<file path="src/rmth_pkg.sv">
package rmth_pkg;

  localparam int CAPACITY_DEF     = 1024;
  localparam int SAMPLE_WIDTH_DEF = 32;

  // datapath operation codes
  localparam logic [3:0] OP_NONE   = 4'd0;
  localparam logic [3:0] OP_ACCEPT = 4'd1;
  localparam logic [3:0] OP_DROP   = 4'd2;
  localparam logic [3:0] OP_SWAP   = 4'd3;
  localparam logic [3:0] OP_PUSH   = 4'd4;
  localparam logic [3:0] OP_POP    = 4'd5;
  localparam logic [3:0] OP_POPLD  = 4'd6;
  localparam logic [3:0] OP_SDL    = 4'd7;
  localparam logic [3:0] OP_SDR    = 4'd8;
  localparam logic [3:0] OP_SDD    = 4'd9;
  localparam logic [3:0] OP_SUC    = 4'd10;
  localparam logic [3:0] OP_SUD    = 4'd11;
  localparam logic [3:0] OP_OUT    = 4'd12;

  typedef struct packed {
    logic [3:0] op;
    logic       sel_u;  // 1: upper (min) heap, 0: lower (max) heap
  } cmd_t;

  typedef struct packed {
    logic full;      // store holds CAPACITY samples
    logic over;      // count above CAPACITY (never expected)
    logic swap;      // sample belongs above the upper heap's top
    logic sd_leaf;   // sift-down position has no left child
    logic sd_stop;   // sift-down value stays at this position
    logic su_root;   // sift-up reached the root
    logic su_stop;   // sift-up value stays at this position
    logic l_gt_u;    // lower heap larger than upper heap
    logic balanced;  // upper size equals lower size or lower size plus one
    logic out_free;  // output register can take a new word
  } sts_t;

endpackage

</file>
<file path="src/rmth_ctrl.sv">
module rmth_ctrl (
  input  logic           clk,
  input  logic           rst_n,
  input  logic           in_valid,
  output logic           in_stall,
  input  rmth_pkg::sts_t sts,
  output rmth_pkg::cmd_t cmd
);
  import rmth_pkg::*;

  localparam logic [3:0] S_IDLE   = 4'd0;
  localparam logic [3:0] S_CHECK  = 4'd1;
  localparam logic [3:0] S_SDL    = 4'd2;
  localparam logic [3:0] S_SDR    = 4'd3;
  localparam logic [3:0] S_SDD    = 4'd4;
  localparam logic [3:0] S_SUC    = 4'd5;
  localparam logic [3:0] S_SUD    = 4'd6;
  localparam logic [3:0] S_PUSHL  = 4'd7;
  localparam logic [3:0] S_POPCHK = 4'd8;
  localparam logic [3:0] S_POPW   = 4'd9;
  localparam logic [3:0] S_PUSHU  = 4'd10;
  localparam logic [3:0] S_DONE   = 4'd11;

  // which sift is running, and so what follows it
  localparam logic [1:0] PH_UDOWN = 2'd0;
  localparam logic [1:0] PH_LUP   = 2'd1;
  localparam logic [1:0] PH_LDOWN = 2'd2;
  localparam logic [1:0] PH_UUP   = 2'd3;

  logic [3:0] state_r, state_nxt, after_sift;
  logic [1:0] phase_r, phase_nxt;

  always_comb begin
    case (phase_r)
      PH_UDOWN: after_sift = S_PUSHL;
      PH_LUP:   after_sift = S_POPCHK;
      PH_LDOWN: after_sift = S_PUSHU;
      default:  after_sift = S_DONE;
    endcase
  end

  always_comb begin
    state_nxt = state_r;
    phase_nxt = phase_r;
    cmd.op    = OP_NONE;
    cmd.sel_u = (phase_r == PH_UDOWN) || (phase_r == PH_UUP);
    case (state_r)
      S_IDLE: begin
        if (in_valid) begin
          cmd.op    = OP_ACCEPT;
          state_nxt = S_CHECK;
        end
      end
      S_CHECK: begin
        if (sts.full) begin
          cmd.op    = OP_DROP;
          state_nxt = S_DONE;
        end else if (sts.swap) begin
          cmd.op    = OP_SWAP;
          phase_nxt = PH_UDOWN;
          state_nxt = S_SDL;
        end else begin
          state_nxt = S_PUSHL;
        end
      end
      S_SDL: begin
        cmd.op    = OP_SDL;
        state_nxt = sts.sd_leaf ? after_sift : S_SDR;
      end
      S_SDR: begin
        cmd.op    = OP_SDR;
        state_nxt = S_SDD;
      end
      S_SDD: begin
        cmd.op    = OP_SDD;
        state_nxt = sts.sd_stop ? after_sift : S_SDL;
      end
      S_SUC: begin
        cmd.op    = OP_SUC;
        state_nxt = sts.su_root ? after_sift : S_SUD;
      end
      S_SUD: begin
        cmd.op    = OP_SUD;
        state_nxt = sts.su_stop ? after_sift : S_SUC;
      end
      S_PUSHL: begin
        cmd.op    = OP_PUSH;
        cmd.sel_u = 1'b0;
        phase_nxt = PH_LUP;
        state_nxt = S_SUC;
      end
      S_POPCHK: begin
        cmd.sel_u = 1'b0;
        if (sts.l_gt_u) begin
          cmd.op    = OP_POP;
          phase_nxt = PH_LDOWN;
          state_nxt = S_POPW;
        end else begin
          state_nxt = S_DONE;
        end
      end
      S_POPW: begin
        cmd.op    = OP_POPLD;
        cmd.sel_u = 1'b0;
        state_nxt = S_SDL;
      end
      S_PUSHU: begin
        cmd.op    = OP_PUSH;
        cmd.sel_u = 1'b1;
        phase_nxt = PH_UUP;
        state_nxt = S_SUC;
      end
      S_DONE: begin
        if (sts.out_free) begin
          cmd.op    = OP_OUT;
          state_nxt = S_IDLE;
        end
      end
      default: state_nxt = S_IDLE;
    endcase
  end

  always_ff @(posedge clk) begin
    if (!rst_n) begin
      state_r <= S_IDLE;
      phase_r <= PH_UUP;
    end else begin
      state_r <= state_nxt;
      phase_r <= phase_nxt;
    end
  end

  assign in_stall = state_r != S_IDLE;

  a_idle_balanced: assert property (@(posedge clk) disable iff (!rst_n)
    (state_r == S_IDLE) |-> sts.balanced)
    else $error("heap sizes out of balance between words");

  a_idle_count: assert property (@(posedge clk) disable iff (!rst_n)
    (state_r == S_IDLE) |-> !sts.over)
    else $error("held count above capacity");

  a_accept_check: assert property (@(posedge clk) disable iff (!rst_n)
    (state_r == S_IDLE && in_valid) |=> (state_r == S_CHECK))
    else $error("accepted word did not reach the capacity check");

endmodule

</file>
<file path="config.mk">
export PLATFORM = sky130hd
export DESIGN_NAME = rmth_ctrl
export DESIGN_NICKNAME = d
export VERILOG_FILES = /design/src/rmth_pkg.sv /design/src/rmth_ctrl.sv
export SDC_FILE = /design/constraint.sdc
export NUM_CORES = 1
export LEC_CHECK = 0
export ABC_AREA = 0
export BUFFER_PORTS_ARGS = -buffer_cell sky130_fd_sc_hd__buf_2
export CORE_ASPECT_RATIO = 1.2
export CORE_MARGIN = 1
export CORE_UTILIZATION = 52
export DETAILED_ROUTE_END_ITERATION = 10
export GPL_TIMING_DRIVEN = 1
export PLACE_DENSITY = 0.86
export RECOVER_POWER = 25
export SYNTH_ARGS = -nofsm -noshare
export SYNTH_HDL_FRONTEND = slang
export SYNTH_SLANG_ARGS = --single-unit
</file>
<file path="constraint.sdc">
create_clock -name clk -period 1.44 [get_ports clk]
set_clock_uncertainty 0.05 [all_clocks]
set_input_delay 0.288 -clock clk [delete_from_list [all_inputs] [get_ports clk]]
set_output_delay 0.288 -clock clk [all_outputs]
set_load 0.02 [all_outputs]
</file>
==> impl_metrics.yaml <==
status:
  outcome: "complete, but fails checks"
  violations: "setup timing"
setup_path:
  critPathKind: "reg -> out"
  critPathRequiredTime_ns: 1.10
  endpoint: "cmd[0]"
  r2r_cells: 8
  critical_path.max_fanout: 3
  r2r_slack_ns: -0.14
  r2r-end: "state_r[2]"
  critical_path_arrival_ns: 1.50
  r2r-start: "state_r[3]"
  end_kind: "output port"
  startpoint_type: "register"
  startpoint: "phase_r[0]"
timing:
  clock.fmax_ghz: 0.544
  max_slew_margin_pct: 77.2
  tightest_slew_ns: 0.340
  fin_crit_sh_pct: 128
  min_period_ns: 1.84
  hold_viol: 0
  maxSlewViolCount: 0
  fin_ws_ns: -0.399
  rsz0062_at_grt: "true"
  finalSetupViolations: 12
drt:
  avgRoutedWirePerCell_um: 23.5
  viasPerCell: 6.93
  first_pass_iters: 6
  drcViolationCount: 0
  ant_nets: 0
  drtIter0Drc: 73
  drt-total-wl_um: 4000
  vias: 1178
logic_synthesis:
  synth_warnings: 0
  yosys_most_used_dff: "dfxtp_1"
  synth.largest_area_cell: "dfxtp_1"
  post-synth-top-area-fraction_pct: 14.7
  syn_nets: 125
  synth_edf_count: 0
  seq_area_frac_synth_pct: 14.7
  netlist_instances: 109
  ys_async_sr_fraction_pct: 0
  ys_top_cells_by_area: "dfxtp_1, buf_6, ha_1"
  synth_area_sq_um: 815
  synth_cell_type_count: 42
  avgSynthCellArea_sq_um: 7.47
  synth.ff_latch_count: 6
floorplanning:
  pin_count: 19
  core.rowCount: 15
  die_x_um: 38.1
  coreArea_sq_mm: 0.00145
  start_util_pct: 56.4
  die-area_sq_mm: 0.00173
  die_y_um: 45.4
pwr:
  switchingPower_mw: 1.65
  power_mw: 3.44
  power_density_mw_per_mm2: 2560
  p_int_mw: 1.79
  switching_share_pct: 48.0
  p_comb_share_pct: 83.2
  p_leak_nw: 0.592
  p_clk_share_pct: 5.8
  pwr-share-seq_pct: 11.0
  ir_worst_vdd_v: 0.00194
grt:
  grt_usage_pct: 40.7
  grt-ovfl-total: 0
  grt_max_degree: 14
  grt_pass1_wl_um: 4730
  grt_pass1_vias: 1029
  antenna_found_initial: 0
run:
  maxCapViolCount: 0
placed_design:
  globalplace.congestion: 0.901
  placed_cells: 155
  io_buffer_count: 16
  dp.final_hpwl_um: 1900
cells_and_area:
  fillers: 52
  instances_no_fill: 170
  fin_nets: 171
  seq_area_sq_um: 138
  multiInputGateArea_sq_um: 744
  diodes: 0
  final_layout_size_suffix_gt1_share_pct: 58.8
  syn2layout_area_growth_pct: 65.1
cts:
  cts_buffers: 3
  cts_buffer_depth: 2
  htree_levels: 1
  cts-hold-fix-buffers: 0
  clk_pin_slew_ns: 0.06
  cts_root_buffer: "clkbuf_4"
  cts_sinks: 6
  cts_tree: "done"
  clk_latency_ns: 0.28
hold_path:
  hold_class: "in -> reg"
per-stage QoR:
step                      setup WS, ns  hold WS (ns)  cell area, sq um  TNS (ns)  utilization, %
after global routing            -0.404         0.213              1350     -2.45            93.1
final                           -0.399         0.192              1350     -2.07            93.1
after detailed placement        -0.127         0.449              1030    -0.310            71.6
after CTS                       -0.318         0.204              1200     -1.03            83.3
after global placement          -0.108         0.436              1030    -0.152            71.6
after floorplan                 -0.220         0.318               847    -0.220               -
sequential cells by signal, indices dropped and copies added, names as in the netlist:
name,count
phase_r,2
state_r,4
critical path, stage by stage, from the launching register on:
cell and delay [ns]:
dfxtp_2 0.34, inv_2 0.06, ha_4 0.24, nand2b_4 0.13, a222oi_1 0.22, buf_2 0.22
routing by layer:
layer	share of wire, %	vias up	GRT usage, %
li1	-	488	-
met1	35	541	49.4
met2	48	109	63.1
met3	9.4	40	14.3
met4	7.6	0	19.3
met5	0	-	0
power by group through the flow:
stage	sequential [mW]	combinational [mW]	clock, mW
final	0.378	2.86	0.198
after global routing	0.378	2.94	0.198
after CTS	0.373	2.23	0.167
after detailed placement	0.342	1.85	0
after global placement	0.338	1.78	0
after floorplan	0.271	1.34	0
Yosys cell counts (3+ instances only):
cell type / number
buf_2: 3
nand2b_1: 6
nor2_1: 9
a21oi_1: 3
nand2_1: 7
buf_6: 5
nor3_1: 4
o21ai_1: 6
dfxtp_1: 6
nor3b_1: 3
nand3b_1: 3
ha_1: 3
a31oi_1: 4
inv_1: 5
o21ai_0: 5
nor2b_1: 5
cells by family after synthesis:
group / share of synthesized area [%]
flops: 14.7
simple gates: 32.1
compound gates: 35.3
mux: 1.23
buf+inv: 12.0
fa+ha+maj: 4.61
area by class of cell:
type	count	share of cell area, %
Clock buffer	3	1.67
Inverter	5	1.40
Timing Repair Buffer	50	29.8
Multi-Input combinational cell	89	55.3
Sequential cell	6	10.2
Tap cell	17	1.58
repair_timing:
action,4_1_cts,5_1_grt
pin swaps,3,14
buffers inserted,6,8
endpoints found under the setup margin,7,11
gates resized for setup,35,24
layout by cell type (no fill, tap or decap), types with 2 or more instances in the layout:
cell	Yosys	final
a21oi_1	3	3
a21oi_2	2	2
a22o_1	2	2
a22oi_2	0	2
a31oi_1	4	4
buf_2	3	11
buf_4	1	25
buf_6	5	14
clkbuf_4	0	3
dfxtp_2	0	2
dfxtp_4	0	4
ha_4	0	3
inv_1	5	3
inv_2	0	2
nand2_1	7	4
nand2_2	0	2
nand2b_1	6	3
nand2b_4	0	3
nand3b_1	3	3
nor2_1	9	7
nor2_4	1	2
nor2b_1	5	3
nor2b_4	1	3
nor3_1	4	3
nor3b_1	3	2
o211ai_1	2	2
o21a_1	2	2
o21ai_1	6	9
worst min-delay path by stage:
stage / startpoint / end / cells past startpoint
2_1_floorplan: rst_n / phase_r[1] / 1
3_3_place_gp: phase_r[1] / phase_r[1] / 2
3_5_place_dp: phase_r[1] / phase_r[1] / 2
4_1_cts: rst_n / phase_r[1] / 2
5_1_grt: rst_n / phase_r[1] / 2
6_report: rst_n / phase_r[1] / 2
Power figures use the tool's default switching activity.
